File: src/etimer_pkg.sv
// ----------------------------------------------------------------------------
// Event timer table package
// Shared widths, codes, state encoding and controller/datapath structs.
// ----------------------------------------------------------------------------
package etimer_pkg;

  localparam int KIND_W   = 3;
  localparam int TYPE_W   = 8;
  localparam int ID_W     = 32;
  localparam int TIME_W   = 32;
  localparam int SIDX_W   = 4;
  localparam int STATUS_W = 3;

  localparam logic [TYPE_W-1:0] RENDER_TYPE_RESET = 8'd1;

  typedef enum logic [KIND_W-1:0] {
    K_CREATE      = 3'd0,
    K_FREE        = 3'd1,
    K_FIND        = 3'd2,
    K_PROC_NORMAL = 3'd3,
    K_PROC_RENDER = 3'd4,
    K_CLEAR       = 3'd5
  } kind_t;

  typedef enum logic [STATUS_W-1:0] {
    ST_OK       = 3'd0,
    ST_FULL     = 3'd1,
    ST_NOTFOUND = 3'd2,
    ST_UNUSED   = 3'd3,
    ST_FIRED    = 3'd4,
    ST_DONE     = 3'd5
  } status_t;

  typedef enum logic [2:0] {
    S_IDLE,
    S_CREATE,
    S_FIND,
    S_PROC,
    S_DONE
  } state_t;

  typedef enum logic [1:0] {
    SRC_ZERO,
    SRC_IDX,
    SRC_REQ
  } slot_src_t;

  typedef struct packed {
    logic      in_ready;
    logic      load_req;
    logic      idx_inc;
    logic      emit;
    status_t   emit_status;
    slot_src_t slot_src;
    logic      ram_wr;
    logic      set_used;
    logic      clr_used_idx;
    logic      clr_used_req;
    logic      clr_all;
  } ctrl_cmd_t;

  typedef struct packed {
    logic idx_last;
    logic used_idx;
    logic id_match;
    logic fire_hit;
    logic out_free;
    logic free_ok;
  } dp_sts_t;

endpackage

File: src/etimer_ctrl.sv
// ----------------------------------------------------------------------------
// Event timer table controller
// Sequences request handling and the slot-by-slot scans.
// ----------------------------------------------------------------------------
module etimer_ctrl import etimer_pkg::*; (
  input  logic              clk,
  input  logic              rst_n,
  input  logic              in_valid,
  input  logic [KIND_W-1:0] in_kind,
  input  dp_sts_t           sts,
  output ctrl_cmd_t         cmd
);

  state_t state_r;
  state_t state_nxt;
  logic   accept;

  assign accept = in_valid && sts.out_free && rst_n;

  always_ff @(posedge clk) begin
    if (!rst_n) begin
      state_r <= S_IDLE;
    end else begin
      state_r <= state_nxt;
    end
  end

  always_comb begin
    state_nxt = state_r;
    unique case (state_r)
      S_IDLE: begin
        if (accept) begin
          unique case (in_kind)
            K_CREATE:      state_nxt = S_CREATE;
            K_FIND:        state_nxt = S_FIND;
            K_PROC_NORMAL,
            K_PROC_RENDER: state_nxt = S_PROC;
            default:       state_nxt = S_IDLE;
          endcase
        end
      end
      S_CREATE: begin
        if ((!sts.used_idx || sts.idx_last) && sts.out_free) begin
          state_nxt = S_IDLE;
        end
      end
      S_FIND: begin
        if ((sts.id_match || sts.idx_last) && sts.out_free) begin
          state_nxt = S_IDLE;
        end
      end
      S_PROC: begin
        if (sts.idx_last && (!sts.fire_hit || sts.out_free)) begin
          state_nxt = S_DONE;
        end
      end
      S_DONE: begin
        if (sts.out_free) begin
          state_nxt = S_IDLE;
        end
      end
      default: state_nxt = S_IDLE;
    endcase
  end

  always_comb begin
    cmd             = '0;
    cmd.emit_status = ST_OK;
    cmd.slot_src    = SRC_ZERO;
    unique case (state_r)
      S_IDLE: begin
        cmd.in_ready = sts.out_free && rst_n;
        if (accept) begin
          cmd.load_req = 1'b1;
          unique case (in_kind)
            K_FREE: begin
              cmd.emit         = 1'b1;
              cmd.emit_status  = sts.free_ok ? ST_OK : ST_UNUSED;
              cmd.slot_src     = SRC_REQ;
              cmd.clr_used_req = sts.free_ok;
            end
            K_CLEAR: begin
              cmd.emit    = 1'b1;
              cmd.clr_all = 1'b1;
            end
            default: begin
            end
          endcase
        end
      end
      S_CREATE: begin
        if (!sts.used_idx) begin
          if (sts.out_free) begin
            cmd.emit     = 1'b1;
            cmd.slot_src = SRC_IDX;
            cmd.ram_wr   = 1'b1;
            cmd.set_used = 1'b1;
          end
        end else if (sts.idx_last) begin
          if (sts.out_free) begin
            cmd.emit        = 1'b1;
            cmd.emit_status = ST_FULL;
          end
        end else begin
          cmd.idx_inc = 1'b1;
        end
      end
      S_FIND: begin
        if (sts.id_match) begin
          if (sts.out_free) begin
            cmd.emit     = 1'b1;
            cmd.slot_src = SRC_IDX;
          end
        end else if (sts.idx_last) begin
          if (sts.out_free) begin
            cmd.emit        = 1'b1;
            cmd.emit_status = ST_NOTFOUND;
          end
        end else begin
          cmd.idx_inc = 1'b1;
        end
      end
      S_PROC: begin
        if (sts.fire_hit) begin
          if (sts.out_free) begin
            cmd.emit         = 1'b1;
            cmd.emit_status  = ST_FIRED;
            cmd.slot_src     = SRC_IDX;
            cmd.clr_used_idx = 1'b1;
            cmd.idx_inc      = !sts.idx_last;
          end
        end else begin
          cmd.idx_inc = !sts.idx_last;
        end
      end
      S_DONE: begin
        if (sts.out_free) begin
          cmd.emit        = 1'b1;
          cmd.emit_status = ST_DONE;
        end
      end
      default: begin
      end
    endcase
  end

endmodule

File: config.mk
export PLATFORM = sky130hd
export DESIGN_NAME = etimer_ctrl
export DESIGN_NICKNAME = d
export VERILOG_FILES = /design/src/etimer_pkg.sv /design/src/etimer_ctrl.sv
export SDC_FILE = /design/constraint.sdc
export NUM_CORES = 1
export LEC_CHECK = 0
export ABC_AREA = 1
export ABC_CLOCK_PERIOD_IN_PS = 2910
export BUFFER_PORTS_ARGS = -buffer_cell sky130_fd_sc_hd__buf_2
export CELL_PAD_IN_SITES_DETAIL_PLACEMENT = 0
export CELL_PAD_IN_SITES_GLOBAL_PLACEMENT = 1
export CORE_MARGIN = 8
export CORE_UTILIZATION = 29
export CTS_CLUSTER_SIZE = 20
export DETAILED_ROUTE_END_ITERATION = 12
export PLACE_DENSITY_LB_ADDON = 0.1
export SYNTH_ARGS = -nofsm -noshare
export SYNTH_HDL_FRONTEND = slang
export SYNTH_SLANG_ARGS = --single-unit
File: constraint.sdc
create_clock -name clk -period 2.91 [get_ports clk]
set_clock_uncertainty 0.1 [all_clocks]
set_input_delay 0.291 -clock clk [delete_from_list [all_inputs] [get_ports clk]]
set_output_delay 0.291 -clock clk [all_outputs]
set_load 0.01 [all_outputs]
# Yosys cells after proc, flatten, opt, wreduce, memory -nomap -nowiden
# Index checks and enable logic that the tools add are counted.
# classes
add_sub_neg	0
n_mul	0
div	0
magnitude_cmp	0
eq_ne	14
n_shift	0
muxes	43
bitwise	0
reduce_logical	17
# op_table
operator	count
two-way mux 4 bit	7
two-way mux 3 bit	8
one-hot mux 4 bit (5 select lines)	1
one-hot mux 3 bit (5 select lines)	1
two-way mux 1 bit	14
== test 3 x 2 -> 1 bit, second input constant	4
two-way mux 2 bit	6
two-way mux 6 bit	2
!= test 2 bit, second input constant	5
== test 3 bit, second input constant	3
one-hot mux 2 bit (4 select lines)	1
two-way mux 7 bit	1
== test 3 x 1 -> 1 bit, second input constant	2
logical AND 1 bit	6
zero test 3 bit	2
one-hot mux 2 bit (3 select lines)	1
AND reduction 5 bit	1
OR reduction 2 bit	2
zero test 1 bit	3
logical OR 1 bit	3
one-hot mux 1 bit (3 select lines)	1
# word_totals
regBits	3
latch_bits	0
ram_bits	0
mem_bits_ro	0
elab_cells	75
n_memories	0

# Longest topological paths before layout
# Gate-level depths: netlist of the first run.
# depth
word_depth	5
depth_mapped	10
ltp_nobuf	10

# Worst setup path after synthesis of the first run
# OpenSTA, ideal clock, no wires.
# synth_path
path_type	register to output
startpoint	reg state_r[2]
endpoint	out cmd[4] (netlist bit)
arrival_time_ns	1.128
required_ns	2.519
path_slack_ns	1.391
path_stages_with_launch	5
n_path_buf	1
path_cell_list	dfxtp_1 -> inv_2 -> nand3_2 -> nor3_1 -> buf_4
# synth_rtl
element	line_no	source
from (decl)	etimer_ctrl.sv:14	state_t state_r;
from (signal assigned)	etimer_ctrl.sv:24	state_r <= state_nxt;
to (decl)	etimer_ctrl.sv:11	output ctrl_cmd_t cmd

==> impl_metrics.ini, run 1 <==
[outcome]
outcome = completed

[worst_setup_path]
crit_type = reg2out
worstPathMaxFanout = 4
cp-start-kind = register
cp.required_ps = 2520
end_kind = output pin
cp-startpoint = state_r[1]
crit_arrival_ps = 1470
r2r_start = state_r[0]

[clocking]
cts_tree = done
cts_resized = 0
cts_max_path_buffers = 2
path_clk_slew_ps = 40
worstSkewPairLatency_ps = 240
cts_setup_buffers = 0
cts_root_buf = clkbuf_4
ctsHoldBuffers = 0
h-tree-depth = 1
clock-sinks = 3
numCtsBuffers = 3

[logic_synthesis]
synth_cells = 83
netlist_area_um2 = 479.2
synth-seq-cells = 3
synth_nets = 95
seq_area_frac_synth_pct = 12.53
synth_top_family_by_area = simple AND/OR/NAND/NOR gates
synth_compound_area_share_pct = 15.93
syn_avg_cell_area_um2 = 5.774
ys_warn_count = 0
ys_types = 21
synthMuxAreaShare_pct = 0
yosys.area_share.simple_pct = 57.44
synth_fa_ha_area_share_pct = 0
synthXorXnorAreaFrac_pct = 0

[layout]
regMostFlops = state_r
area_delta_synth_final_pct = 32.64
multi_input_area_um2 = 351.6
antennaDiodeCount = 0
layout-drive-gt1-share_pct = 44.55
top_regs = state_r (3)
largest_reg_flops = 3
fill_cells = 173
fin_nets = 123
seqCellArea_um2 = 60.06

[grt]
antenna_found_initial = 0
gr-total-overflow = 0
grt_start_max_net_pins = 12
grt_pass1_wl_um = 2277
first_global_vias = 567
grtUsageTotal_pct = 8.382

[routing]
wl_per_cell_um = 10.91
drt_first_pass_iters = 4
postRouteAntennaNets = 0
drt_iter0_markers = 7
dr_total_vias = 606
wirelength_um = 1375
drc = 0
vias_per_cell = 4.810

[sta]
timing.final.ws_setup_ps = 1046
rsz0062_at_grt = no
finalSetupViolations = 0
tightest_slew_ps = 262.8
relSlewSlack_pct = 82.35
hold_violations = 0
final.min_clock_period_ps = 1864
min_period_over_period_pct = 64.04
fin_setup_tns_ps = 0
maxSlewViolCount = 0
fmax_mhz = 536.6

[power_and_ir_drop]
vdd_ir_drop_max_mv = 0.3393
p_sw_mw = 0.1588
p_clk_share_pct = 22.4
p_sw_share_pct = 47.47
power.combinational.fraction_pct = 58.9
pwr-share-seq_pct = 18.7
p_leak_nw = 0.3666
p_total_mw = 0.3345
internal-power_mw = 0.1757
power_density_nw_per_um2 = 526.3

[floorplan]
dieArea_um2 = 3209
initial_utilization_pct = 31.45
pin_count = 26
core_um2 = 1524
rows = 14
dieHeight_um = 56.65
die_x_um = 56.65

[worst_hold_path]
hold_path_class = in2reg
hp-start = rst_n

[place]
place_hpwl_um = 1182
port_buffers = 25
pre_cts_ws_ps = 1265
gp_congestion = 0.7104

[flow_run]
cap_violations = 0
==> critical path, stage by stage (launching register included) <==
cell	delay [ps]
dfxtp_1	340
nor2_2	190
nand2_2	110
nor2_4	100
nand2_2	90
nor2_4	100
nand2_2	60
o31ai_1	60
buf_2	170
==> kinds of logic after synthesis <==
kind of cell	Yosys count
AND/OR/NAND/NOR	54
buffers and inverters	16
AO/OA/AOI/OAI	10
flip-flops	3
==> power groups by stage <==
stage	Combinational (mW)	Sequential [mW]	Clock, mW
2_1_floorplan	0.149	0.0611	0
3_3_place_gp	0.201	0.0628	0
3_5_place_dp	0.198	0.0630	0
4_1_cts	0.200	0.0624	0.0784
5_1_grt	0.219	0.0651	0.0852
6_report	0.197	0.0626	0.0750
==> metrics by stage <==
step,hold slack (ps),cells,area (µm²),util (%)
4_1_cts,228.2,126,635.6,41.71
3_3_place_gp,481.0,122,609.3,39.98
2_1_floorplan,311.4,83,479.2,-
6_report,237.1,126,635.6,41.71
5_1_grt,233.4,126,635.6,41.71
3_5_place_dp,480.2,122,609.3,39.98
==> Yosys cell counts <==
library cell  number  area [µm²]
nand2_2            8       50.05
nor2_2             5       31.28
o21a_2             1       8.760
nand3_2            2       20.02
nand2_1           15       56.30
nand3_1            6       30.03
o211ai_1           3       22.52
inv_1             11       41.29
inv_2              2       7.510
buf_4              2       15.01
nor2_4             2       22.52
o21ai_0            1       5.000
nor2_1            13       48.80
dfxtp_1            3       60.06
o21ai_1            1       5.000
o211ai_2           1       12.51
clkinv_1           1       3.750
nor3_1             2       10.01
a211oi_1           1       7.510
nor4_1             1       6.260
o31ai_1            2       15.01
==> per-layer routing <==
metal  GRT usage (%)  wire [µm]  vias up
li1                -          -      321
met1           9.632        634      267
met2           12.85        639       18
met3           4.270        101        0
met4           3.093          0        0
met5               0          0        -
==> cells in the final DEF (no fill, tap or decap), types with 3 or more instances in the layout <==
| master | instances |
|---|---|
| inv_1 | 11 |
| clkbuf_4 | 3 |
| o211ai_1 | 3 |
| buf_2 | 25 |
| dfxtp_1 | 3 |
| nand3_1 | 6 |
| nor2_2 | 5 |
| nor2_1 | 13 |
| nand2_2 | 8 |
| nand2_1 | 15 |
==> path summary, 6_finish.rpt <==
path                            slack, ps          to  cells past startpoint
worst max-delay path                 1050      cmd[8]                      8
worst min-delay path                  240  state_r[1]                      3
worst max register to register       1580  state_r[0]                      9
worst min register to register        490  state_r[0]                      4
==> area by class of cell <==
| cell class | instances | area share, % |
|---|---|---|
| Inverter | 14 | 8.268 |
| Clock buffer | 4 | 4.134 |
| Sequential cell | 3 | 9.449 |
| Timing Repair Buffer | 25 | 19.69 |
| Tap cell | 16 | 3.150 |
| Multi-Input combinational cell | 64 | 55.31 |
Note: power is estimated with default switching activity, not from simulation.
==> inputs of run 2 (changes only) <==
ABC_CLOCK_PERIOD_IN_PS = 1720   (was 2910)
CORE_UTILIZATION = 27   (was 29)
clock period = 1.72 ns   (was 2.91 ns; I/O delays follow)
==> run 2 against run 1 <==
Net effect: count of clock-buffer cells in the layout stayed put; non-clock buffer count rose by 2; critical endpoint unchanged; register-to-register slack got worse by 1200 ps; critical path type unchanged; wire length is 5.2% higher; highest routed layer unchanged; die area grew 5.3%; hold slack worse by 120 ps; first-iteration DRC count is 14% lower; worst setup slack worse by 970 ps.
==> impl_metrics.ini, run 2 (same netlist as run 1, synthesis figures left out) <==
[worst_setup_path]
crit_arrival_ps = 1370
reg2reg_slack_ps = 340
cp-startpoint = state_r[1]
cp.required_ps = 1450
r2r_start = state_r[2]
cp-start-kind = register
worstPathMaxFanout = 4
crit_type = reg2out
reg2regPathDepth = 10
crit_end = cmd[8]
end_kind = output pin
rr_endpoint = state_r[0]

[sta]
hold_ws_ps = 112.2
finalSetupViolations = 0
maxSlewViolCount = 0
final.min_clock_period_ps = 1640
fin_setup_tns_ps = 0
hold_violations = 0
min_period_over_period_pct = 95.38
fmax_mhz = 609.6
timing.final.ws_setup_ps = 79.53
relSlewSlack_pct = 79.59
tightest_slew_ps = 305.1

[floorplan]
die_x_um = 58.13
initial_utilization_pct = 28.37
dieHeight_um = 58.13
dieArea_um2 = 3379
rows = 15
core_um2 = 1689
pin_count = 26

[layout]
layoutNonFillerInstCount = 129
regMostFlops = state_r
top_regs = state_r (3)
largest_reg_flops = 3
fin_nets = 125
finish.instance_area_um2 = 694.4
multi_input_area_um2 = 390.4
area_delta_synth_final_pct = 44.91
final_cell_mix = buf_2, nand2_1, nor2_1
fill_cells = 192
final_common_cell = buf_2
utilization_pct = 41.11
layout-drive-gt1-share_pct = 50.89
seqCellArea_um2 = 63.81
antennaDiodeCount = 0

[routing]
drt_first_pass_iters = 2
postRouteAntennaNets = 0
wirelength_um = 1446
drc = 0
drt_iter0_markers = 6
vias_per_cell = 4.667
wl_per_cell_um = 11.21
dr_total_vias = 602

[clocking]
clock-sinks = 3
h-tree-depth = 1
cts_max_path_buffers = 2
numCtsBuffers = 3
cts_root_buf = clkbuf_4
cts_tree = done
path_clk_slew_ps = 40
worstSkewPairLatency_ps = 230

[grt]
use_met2_pct = 14.17
first_global_vias = 582
grtUsageTotal_pct = 8.487
grt_start_max_net_pins = 12
grt_util_met1_pct = 9.589
gr-total-overflow = 0
antenna_found_initial = 0
grt.met3_usage_pct = 4.415
grt-busiest-layer = met2
grt_pass1_wl_um = 2339

[place]
pre_cts_ws_ps = 209.3
port_buffers = 25
placed_cells = 124
gp_congestion = 0.7095
place_hpwl_um = 1220
placed_area_um2 = 618.1

[power_and_ir_drop]
vdd_ir_drop_max_mv = 0.5154
p_leak_nw = 0.3975
power_density_nw_per_um2 = 905.3
p_total_mw = 0.6286

[worst_hold_path]
hold_path_class = in2reg

[flow_run]
cap_violations = 0

[outcome]
outcome = completed
run 2: worst max-delay path: stages (launching register included):
cell and delay [ps]:
dfxtp_2 330, nor2_4 140, nand2_4 80, nor2_4 110, nand2_4 80, nor2_4 100
nand2_2 60, o31ai_1 70, buf_2 170
run 2: cell type report:
| cell class | count | share of cell area (%) |
|---|---|---|
| Multi-Input combinational cell | 64 | 56.22 |
| Inverter | 14 | 7.568 |
| Tap cell | 17 | 3.063 |
| Clock buffer | 4 | 3.784 |
| Sequential cell | 3 | 9.189 |
| Timing Repair Buffer | 27 | 20.18 |
run 2: worst min-delay path by stage:
stage                     start          to  slack (ps)  cells past startpoint
final                     rst_n  state_r[1]         110                      3
after floorplan           rst_n  state_r[1]         190                      2
after global placement    rst_n  state_r[1]         370                      3
after detailed placement  rst_n  state_r[1]         360                      3
after global routing      rst_n  state_r[0]         130                      3
after CTS                 rst_n  state_r[1]         110                      3
run 2: routing by layer:
metal	share of wire, %	vias up	wire, µm
met4	0	0	0
met3	7.3	0	105
met2	49	16	709
met5	0	-	0
met1	44	263	631
li1	-	323	-
run 2: repair_timing:
item / 4_1_cts / 5_1_grt
resized for setup: 3 / 8
cloned: 0 / 0
endpoints found under the setup margin: 2 / 4
pin swaps: 1 / 1
buffers inserted: 1 / 0
hold buffers: 0 / 0
run 2: power breakdown:
part	internal, mW	switching [mW]	leakage [nW]	total, mW
Sequential	0.0896	0.0256	0.0258	0.115
Clock	0.0869	0.0365	0.0150	0.123
Combinational	0.158	0.232	0.357	0.390
