--- config.mk ---
export PLATFORM = sky130hd
export DESIGN_NAME = etimer_dp
export DESIGN_NICKNAME = d
export VERILOG_FILES = /design/src/etimer_pkg.sv /design/src/etimer_ram.sv /design/src/etimer_dp.sv
export SDC_FILE = /design/constraint.sdc
export NUM_CORES = 2
export LEC_CHECK = 0
export BUFFER_PORTS_ARGS = -buffer_cell sky130_fd_sc_hd__buf_2
export CAP_MARGIN = 20
export CORE_MARGIN = 4
export CORE_UTILIZATION = 31
export CTS_CLUSTER_DIAMETER = 60
export DETAILED_ROUTE_END_ITERATION = 6
export PLACE_DENSITY_LB_ADDON = 0.15
export RECOVER_POWER = 100
export SLEW_MARGIN = 10
export SYNTH_ARGS = -nofsm -noshare
export SYNTH_HDL_FRONTEND = slang
export SYNTH_SLANG_ARGS = --single-unit
--- constraint.sdc ---
create_clock -name clk -period 5.55 [get_ports clk]
set_input_delay 0.2775 -clock clk [delete_from_list [all_inputs] [get_ports clk]]
set_output_delay 0.2775 -clock clk [all_outputs]
set_load 0.02 [all_outputs]
--- src/etimer_pkg.sv ---
// ----------------------------------------------------------------------------
// Event timer table package
// Shared widths, codes, state encoding and controller/datapath structs.
// ----------------------------------------------------------------------------
package etimer_pkg;

  localparam int KIND_W   = 3;
  localparam int TYPE_W   = 8;
  localparam int ID_W     = 32;
  localparam int TIME_W   = 32;
  localparam int SIDX_W   = 4;
  localparam int STATUS_W = 3;

  localparam logic [TYPE_W-1:0] RENDER_TYPE_RESET = 8'd1;

  typedef enum logic [KIND_W-1:0] {
    K_CREATE      = 3'd0,
    K_FREE        = 3'd1,
    K_FIND        = 3'd2,
    K_PROC_NORMAL = 3'd3,
    K_PROC_RENDER = 3'd4,
    K_CLEAR       = 3'd5
  } kind_t;

  typedef enum logic [STATUS_W-1:0] {
    ST_OK       = 3'd0,
    ST_FULL     = 3'd1,
    ST_NOTFOUND = 3'd2,
    ST_UNUSED   = 3'd3,
    ST_FIRED    = 3'd4,
    ST_DONE     = 3'd5
  } status_t;

  typedef enum logic [2:0] {
    S_IDLE,
    S_CREATE,
    S_FIND,
    S_PROC,
    S_DONE
  } state_t;

  typedef enum logic [1:0] {
    SRC_ZERO,
    SRC_IDX,
    SRC_REQ
  } slot_src_t;

  typedef struct packed {
    logic      in_ready;
    logic      load_req;
    logic      idx_inc;
    logic      emit;
    status_t   emit_status;
    slot_src_t slot_src;
    logic      ram_wr;
    logic      set_used;
    logic      clr_used_idx;
    logic      clr_used_req;
    logic      clr_all;
  } ctrl_cmd_t;

  typedef struct packed {
    logic idx_last;
    logic used_idx;
    logic id_match;
    logic fire_hit;
    logic out_free;
    logic free_ok;
  } dp_sts_t;

endpackage

--- src/etimer_ram.sv ---
// ----------------------------------------------------------------------------
// Generic RAM
// One write port and one read port with registered read data.
// ----------------------------------------------------------------------------
module etimer_ram #(
  parameter int WIDTH = 8,
  parameter int DEPTH = 16
) (
  input  logic                     clk,
  input  logic                     we,
  input  logic [$clog2(DEPTH)-1:0] waddr,
  input  logic [WIDTH-1:0]         wdata,
  input  logic [$clog2(DEPTH)-1:0] raddr,
  output logic [WIDTH-1:0]         rdata
);

  logic [WIDTH-1:0] mem [DEPTH];
  logic [WIDTH-1:0] rdata_r;

  always_ff @(posedge clk) begin
    if (we) begin
      mem[waddr] <= wdata;
    end
    rdata_r <= mem[raddr];
  end

  assign rdata = rdata_r;

endmodule

--- src/etimer_dp.sv ---
// ----------------------------------------------------------------------------
// Event timer table datapath
// Request registers, slot table, scan index and result register.
// ----------------------------------------------------------------------------
module etimer_dp import etimer_pkg::*; #(
  parameter int SLOTS = 16
) (
  input  logic                   clk,
  input  logic                   rst_n,
  input  ctrl_cmd_t              cmd,
  output dp_sts_t                sts,
  input  logic                   cfg_we,
  input  logic [TYPE_W-1:0]      cfg_wdata,
  input  logic [KIND_W-1:0]      in_kind,
  input  logic [TYPE_W-1:0]      in_event_type,
  input  logic signed [ID_W-1:0] in_event_id,
  input  logic [TIME_W-1:0]      in_delay,
  input  logic [TIME_W-1:0]      in_now,
  input  logic [SIDX_W-1:0]      in_slot_index,
  input  logic                   out_ready,
  output logic                   out_valid,
  output logic [STATUS_W-1:0]    out_status,
  output logic [SIDX_W-1:0]      out_slot,
  output logic signed [ID_W-1:0] out_fired_id,
  output logic [TYPE_W-1:0]      out_fired_type,
  output logic                   out_last
);

  localparam int IW = $clog2(SLOTS);
  localparam int RW = TYPE_W + ID_W + TIME_W;
  localparam logic [IW-1:0] IDX_LAST = IW'(SLOTS - 1);

  logic [TYPE_W-1:0]      render_type_r;
  logic [TYPE_W-1:0]      req_type_r;
  logic [ID_W-1:0]        req_id_r;
  logic [TIME_W-1:0]      req_deadline_r;
  logic [TIME_W-1:0]      req_now_r;
  logic                   req_render_r;
  logic [IW-1:0]          idx_r;
  logic [SLOTS-1:0]       used_r;
  logic [SLOTS-1:0]       used_nxt;

  logic                   out_valid_r;
  logic [STATUS_W-1:0]    out_status_r;
  logic [SIDX_W-1:0]      out_slot_r;
  logic [ID_W-1:0]        out_fired_id_r;
  logic [TYPE_W-1:0]      out_fired_type_r;
  logic                   out_last_r;

  logic [TIME_W:0]        dl_sum;
  logic [TIME_W-1:0]      dl_sat;
  logic [IW-1:0]          raddr;
  logic [RW-1:0]          rdata;
  logic [TYPE_W-1:0]      rd_type;
  logic [ID_W-1:0]        rd_id;
  logic [TIME_W-1:0]      rd_deadline;
  logic [IW-1:0]          free_idx;
  logic                   free_in_range;
  logic [SIDX_W-1:0]      emit_slot;
  logic                   emit_fired;

  assign dl_sum = {1'b0, in_now} + {1'b0, in_delay};
  assign dl_sat = dl_sum[TIME_W] ? '1 : dl_sum[TIME_W-1:0];

  assign raddr = cmd.load_req ? '0 : (cmd.idx_inc ? idx_r + 1'b1 : idx_r);

  etimer_ram #(
    .WIDTH (RW),
    .DEPTH (SLOTS)
  ) u_ram (
    .clk   (clk),
    .we    (cmd.ram_wr),
    .waddr (idx_r),
    .wdata ({req_type_r, req_id_r, req_deadline_r}),
    .raddr (raddr),
    .rdata (rdata)
  );

  assign {rd_type, rd_id, rd_deadline} = rdata;

  assign free_in_range = (32'(in_slot_index) < 32'(SLOTS));
  assign free_idx      = IW'(in_slot_index);

  assign sts.idx_last = (idx_r == IDX_LAST);
  assign sts.used_idx = used_r[idx_r];
  assign sts.id_match = used_r[idx_r] && (rd_id == req_id_r);
  assign sts.fire_hit = used_r[idx_r] && ((rd_type == render_type_r) == req_render_r)
                        && (rd_deadline <= req_now_r);
  assign sts.out_free = !out_valid_r || out_ready;
  assign sts.free_ok  = free_in_range && used_r[free_idx];

  always_comb begin
    used_nxt = used_r;
    if (cmd.clr_all) begin
      used_nxt = '0;
    end else begin
      if (cmd.set_used) begin
        used_nxt[idx_r] = 1'b1;
      end
      if (cmd.clr_used_idx) begin
        used_nxt[idx_r] = 1'b0;
      end
      if (cmd.clr_used_req) begin
        used_nxt[free_idx] = 1'b0;
      end
    end
  end

  always_comb begin
    unique case (cmd.slot_src)
      SRC_IDX: emit_slot = SIDX_W'(idx_r);
      SRC_REQ: emit_slot = in_slot_index;
      default: emit_slot = '0;
    endcase
  end

  assign emit_fired = (cmd.emit_status == ST_FIRED);

  always_ff @(posedge clk) begin
    if (!rst_n) begin
      render_type_r <= RENDER_TYPE_RESET;
      used_r        <= '0;
      out_valid_r   <= 1'b0;
    end else begin
      if (cfg_we) begin
        render_type_r <= cfg_wdata;
      end
      used_r <= used_nxt;
      if (cmd.emit) begin
        out_valid_r <= 1'b1;
      end else if (out_ready) begin
        out_valid_r <= 1'b0;
      end
    end
  end

  always_ff @(posedge clk) begin
    if (cmd.load_req) begin
      req_type_r     <= in_event_type;
      req_id_r       <= in_event_id;
      req_deadline_r <= dl_sat;
      req_now_r      <= in_now;
      req_render_r   <= (in_kind == K_PROC_RENDER);
      idx_r          <= '0;
    end else if (cmd.idx_inc) begin
      idx_r <= idx_r + 1'b1;
    end
    if (cmd.emit) begin
      out_status_r     <= cmd.emit_status;
      out_slot_r       <= emit_slot;
      out_fired_id_r   <= emit_fired ? rd_id : '0;
      out_fired_type_r <= emit_fired ? rd_type : '0;
      out_last_r       <= !emit_fired;
    end
  end

  assign out_valid      = out_valid_r;
  assign out_status     = out_status_r;
  assign out_slot       = out_slot_r;
  assign out_fired_id   = out_fired_id_r;
  assign out_fired_type = out_fired_type_r;
  assign out_last       = out_last_r;

endmodule

# After elaboration in Yosys (flattened, before gate mapping)
# Memory sizes are Yosys's and may differ from the RTL's. A register that Yosys moved wholly into a read port is not among the register bits.
# Cells that the tools add are included.
# word_totals
memories	1
output_inout_bits	55
ff_bits	182
mem_bits_rw	1152
inputBits	137
wordCells	66
# memory_table
memory	words	width	read_ports	rd_ports_with_merged_regs	wr	line_no	text
u_ram.mem	16	72	1	1	1	etimer_ram.sv:17	logic [WIDTH-1:0] mem [DEPTH];
# classes
eq_ne	8
add_sub_neg	2
mux	20
n_reduce_logical	10
bitwise	6
order_cmp	5
# op_table
op	n
16-bit 2-to-1 mux	5
32-bit by 32-bit adder with 33-bit output	1
16-bit bitwise AND	2
32-bit == test	1
32-bit <= comparator	1
16-bit inverter	2
16-bit OR	1
4-bit by 5-bit less-than comparator with 1-bit output, second input constant	2
1-bit binary-select mux with 4-bit select	2
1-bit demux with 4-bit select	2
8-bit == test	1
4-bit by 1-bit greater-or-equal comparator with 1-bit output, second input constant	2
1-bit 2-to-1 mux	8
4-bit 2-to-1 mux	2
4-bit case mux with 2 select lines	1
3-bit == test, second input constant	2
1-bit logical AND	5
4-bit by 1-bit adder with 4-bit output, second input constant	1
4-bit == test, second input constant	1
2-bit by 1-bit == test with 1-bit output, second input constant	1
2-bit == test, second input constant	1
1-bit zero test	2
2-bit nonzero test	1
2-bit OR reduction	1
3 further kinds	3

# Depth between registers and ports, before layout
# logic_depth
ltp_word	12
mapped_depth	13
depth_no_buf	10

# Hierarchy
# From an unflattened synthesis, not the netlist that was laid out.
# hier_totals
hier_cells	2657
area_unflattened_um2	54170.7
# by_module_without_submodules
module	instances	cells_each	area_each_um2
etimer_ram	1	1850	44551.5
etimer_dp	1	807	9619.2

# Least setup slack after synthesis
# OpenSTA, ideal clock, no wires.
# synth_timing
path_type	register to register
start	reg idx_r[2]
end	mem u_ram.mem[4][0] (netlist name) (enable)
setup_ns	0.438
t_arrival_ns	2.843
stages_incl_launch_ff	5
path_buffers	2
path_slack_ns	2.269
synth_period_minus_slack_ns	3.281
cell_sequence	dfxtp_1 -> clkbuf_1 -> nor2b_1 -> clkbuf_1 -> and3_1
# synth_lines
item	line_no	text
start: declaration	etimer_dp.sv:39	logic [IW-1:0] idx_r;
start signal: assignment	etimer_dp.sv:146	idx_r <= idx_r + 1'b1;
end: declaration	etimer_ram.sv:17	
# No word-level cell before the write port.

# Worst setup path in the final report
# layout_timing
start	reg idx_r[1]
end	mem u_ram.mem[14][30] (netlist name) (enable)
# No word-level cell before the write port.

==> results.md <==
* Flop-to-flop setup slack at 0.99 ns
* Peak Freq at 219 MHz
* Max Slew Vio Count at 747
* Worst vdd ir at 0.258 mV
* Endpoint class of the critical path: flop
* Num ports at 192
* Post-DP HPWL at 80500 um
* CTS sink cnt at 1406
* #FFs+latches synth at 1406
* Die Y at 434 um
* First-pass GRT wire length at 232000 um
* Status: finished, violations left
* CTS Buf Count at 163
* Commonest cells after routing, fill and taps aside: edfxtp_1, nand2_1, nand3_1
* Final worst-path cycle share at 82.1%
* Xor and xnor fraction of the mapped netlist area at 1.04%
* GPL Wtd Cong at 0.774
* Violated checks: capacitance limit, slew limit
* RSZ-0062 raised after global routing: no
* Maximum number of pins on one net before global-route repair at 150
* Wire per inst at 22.8 um
* Layout Utilization at 36.8%
* Final number of hold-violating endpoints at 0
* Post-synth EDFFs at 1305
* Async S/R FF share, synth at 0%
* # resized after CTS at 0
* Gr ovfl total at 0
* Core Area at 179000 um2
* FP Rows at 155
* Worst-path maximum fanout at 38
* TritonRoute pass-1 iters at 5
* WS Path Type: reg2reg
* Crit-path cells: ha_1 > and3_1 > and2_1 > buf_12
* Commonest non-fill, non-tap cell in the layout: edfxtp_1
* Synthesized area at 56200 um2
* Largest family of logic cells by synthesized area: simple AND/OR/NAND/NOR gates
* Reg clk slew, reported paths at 0.06 ns
* Synth Net Count at 4426
* Die Span X at 434 um
* CTS tree: built
* Arr. time, crit path at 4.98 ns
* Lkg Pwr at 23.1 nW
* Total Routed Length at 159000 um
* Die area at 188000 um2
* Layout area overhead at 17.5%
* Tmin final at 4.56 ns
* Average size of a mapped cell at 13.3 um2
* Power Dens Cells at 383 nW/um2
* R2R Path Start: idx_r[1]
* Worst setup SP type: flop
* Most used DFF post-synth: edfxtp_1
* Post-Synth Simple-Gate Area at 14.0%
* Residual DRC at 0
* # fillers at 17300
* Worst slew pin tran at 3.57 ns
* Clk buf depth at 3
* CP required at 5.97 ns
* Via density at 4.95
* Root Buffer: clkbuf_16
* Post-Syn Instances at 4218
* Worst Reg-to-Reg Cells at 4
* Worst Hold Launch: in_delay[0]
* Post-synthesis adder-cell area fraction at 1.59%
* Worst rel slew slack at -138%
* Setup TNS at 0 ns
* Hold depth at 3
* Min-Delay Path Class: in2reg
* Via count at 34500
* IO buf count at 190
* Hold EP: req_deadline_r[0]
* Reg-to-Reg End: u_ram.mem[14][30]
* Layout cell share with drive strength beyond 1 at 8.49%
* Worst Clk Skew at 0.0309 ns
* Final net count at 4693
* Initial antenna violation count at 5
* DRT iter0 DRCs at 2530
* Compound-Gate Fraction of Synth Area at 6.92%
* Final setup fails at 0
* Mux cell area share after synthesis at 0.615%
* Max cap viols at 23
* Vias in the first global route at 34100
* Latest clock arrival within the worst-skew pair at 0.80 ns
* Crit path max-delay cell type: and2_1
* Initial Util at 31.3%
* CTS H-tree depth at 4
* Sequential fraction of the synthesis area at 73.4%
* CP peak stage delay at 2.26 ns
* Final ANT Viol Nets at 0
* Distinct cells, synth at 58
* YS warnings at 0
* Tot GR Track Use at 16.6%
## where the power goes
part / switching [mW] / internal [mW] / total [mW] / leakage [nW]
sequential: 0.436 / 12.1 / 12.6 / 12.8
clock: 4.45 / 6.13 / 10.6 / 2.59
combinational: 1.36 / 0.760 / 2.12 / 7.76
total: 6.25 / 19.0 / 25.3 / 23.1
## synthesized netlist by cell type, types with 3 or more instances
cell,n,area share (%)
buf_2,93,0.83
buf_6,3,0.060
mux2i_1,12,0.21
nor4_1,3,0.033
a2111oi_0,3,0.047
buf_4,20,0.27
a211oi_1,6,0.080
a31oi_1,86,0.96
a21o_1,29,0.39
a22oi_1,4,0.053
clkbuf_1,147,0.98
a21boi_0,4,0.053
nor3b_1,4,0.053
a311oi_1,216,3.4
nor2_1,25,0.17
nand3_1,297,2.6
a32o_1,16,0.29
nor2b_1,15,0.17
and3_1,164,1.8
o21ai_1,5,0.045
nand2_1,1196,8.0
o21bai_1,3,0.040
nor3_1,19,0.17
nand2b_1,6,0.067
xor2_1,15,0.23
edfxtp_1,1305,70
xnor2_1,52,0.81
o21ai_0,23,0.20
mux4_2,10,0.40
and2_1,48,0.53
nand4_1,23,0.26
o21a_1,6,0.080
ha_1,70,1.6
buf_1,9,0.060
dfxtp_1,101,3.6
inv_1,40,0.27
a21oi_1,116,1.0
## layout make-up
| cell class | instances | area, um2 | area share [%] |
|---|---|---|---|
| clock buffers | 237 | 4610 | 6.98 |
| multi-input cells | 2498 | 13600 | 20.6 |
| diodes | 2 | 5.00 | 0.00758 |
| flip-flops and latches | 1406 | 41200 | 62.4 |
| clock inverters | 61 | 724 | 1.10 |
| inverters | 42 | 181 | 0.275 |
| repair buffers | 374 | 2730 | 4.14 |
| well taps | 2355 | 2950 | 4.46 |
## layer usage
metal,global-route usage (%),wire length (um),up-vias
met2,27.9,76500,752
li1,-,-,16200
met5,0,11,-
met1,22.7,73000,17400
met4,3.80,2850,2
met3,2.61,6550,199
## registers in the layout (all words and copies together) (netlist names)
signal and count:
u_ram.mem 1152, render_type_r 8, req_type_r 8, out_slot 4, out_valid 1, out_fired_id 32, out_status 3, idx_r 4
used_r 16, req_now_r 32, out_fired_type 8, req_render_r 1, req_deadline_r 32, out_last 1, u_ram.rdata 72, req_id_r 32
## logic make-up (layout without fill, tap and decap cells)
group                    after synthesis  count (layout)
adder cells (fa/ha/maj)               71              71
multiplexers                          22              22
buffers and inverters                314             714
XOR/XNOR                              67              67
AO/OA/AOI/OAI                        532             532
AND/OR/NAND/NOR                     1806            1806
flip-flops                          1406            1406
other                                  0               2
## how the worst max path moves through the flow
stage              from                end  slack [ns]
3_3_place_gp   idx_r[0]    u_ram.rdata[68]        1.85
2_1_floorplan  idx_r[2]    u_ram.mem[4][0]        2.27
4_1_cts        idx_r[0]             sts[2]        1.45
3_5_place_dp   idx_r[0]    u_ram.rdata[67]        1.85
6_report       idx_r[1]  u_ram.mem[14][30]        0.99
5_1_grt        idx_r[2]   u_ram.mem[7][46]        0.75
## what timing repair did
| item | CTS | global route |
|---|---|---|
| setup endpoints to repair | 0 | 0 |
| endpoints found under the hold margin | 115 | 0 |
| hold buffers | 121 | 0 |
| buffers inserted | 0 | 0 |
## worst max-delay path, delay by kind of cell (launching register included)
kind	cells	cell delay, ns
adders and majority gates	1	0.54
buffers and inverters	1	0.38
DFF	1	0.63
and+or+nand+nor	2	2.52
## stage by stage
step / cell area [um2] / setup WS (ns) / hold WS, ns / std cells / power (mW)
after floorplan: 56200 / 2.27 / 0.339 / 4218 / 14.0
after global placement: 59800 / 1.85 / 0.456 / 6553 / 14.9
after detailed placement: 59800 / 1.85 / 0.456 / 6554 / 14.9
after CTS: 66400 / 1.45 / 0.000234 / 6973 / 25.6
after global routing: 66000 / 0.751 / 0.0502 / 6973 / 26.3
final: 66000 / 0.992 / 0.0488 / 6975 / 25.3
(Power assumes the default switching activity.)
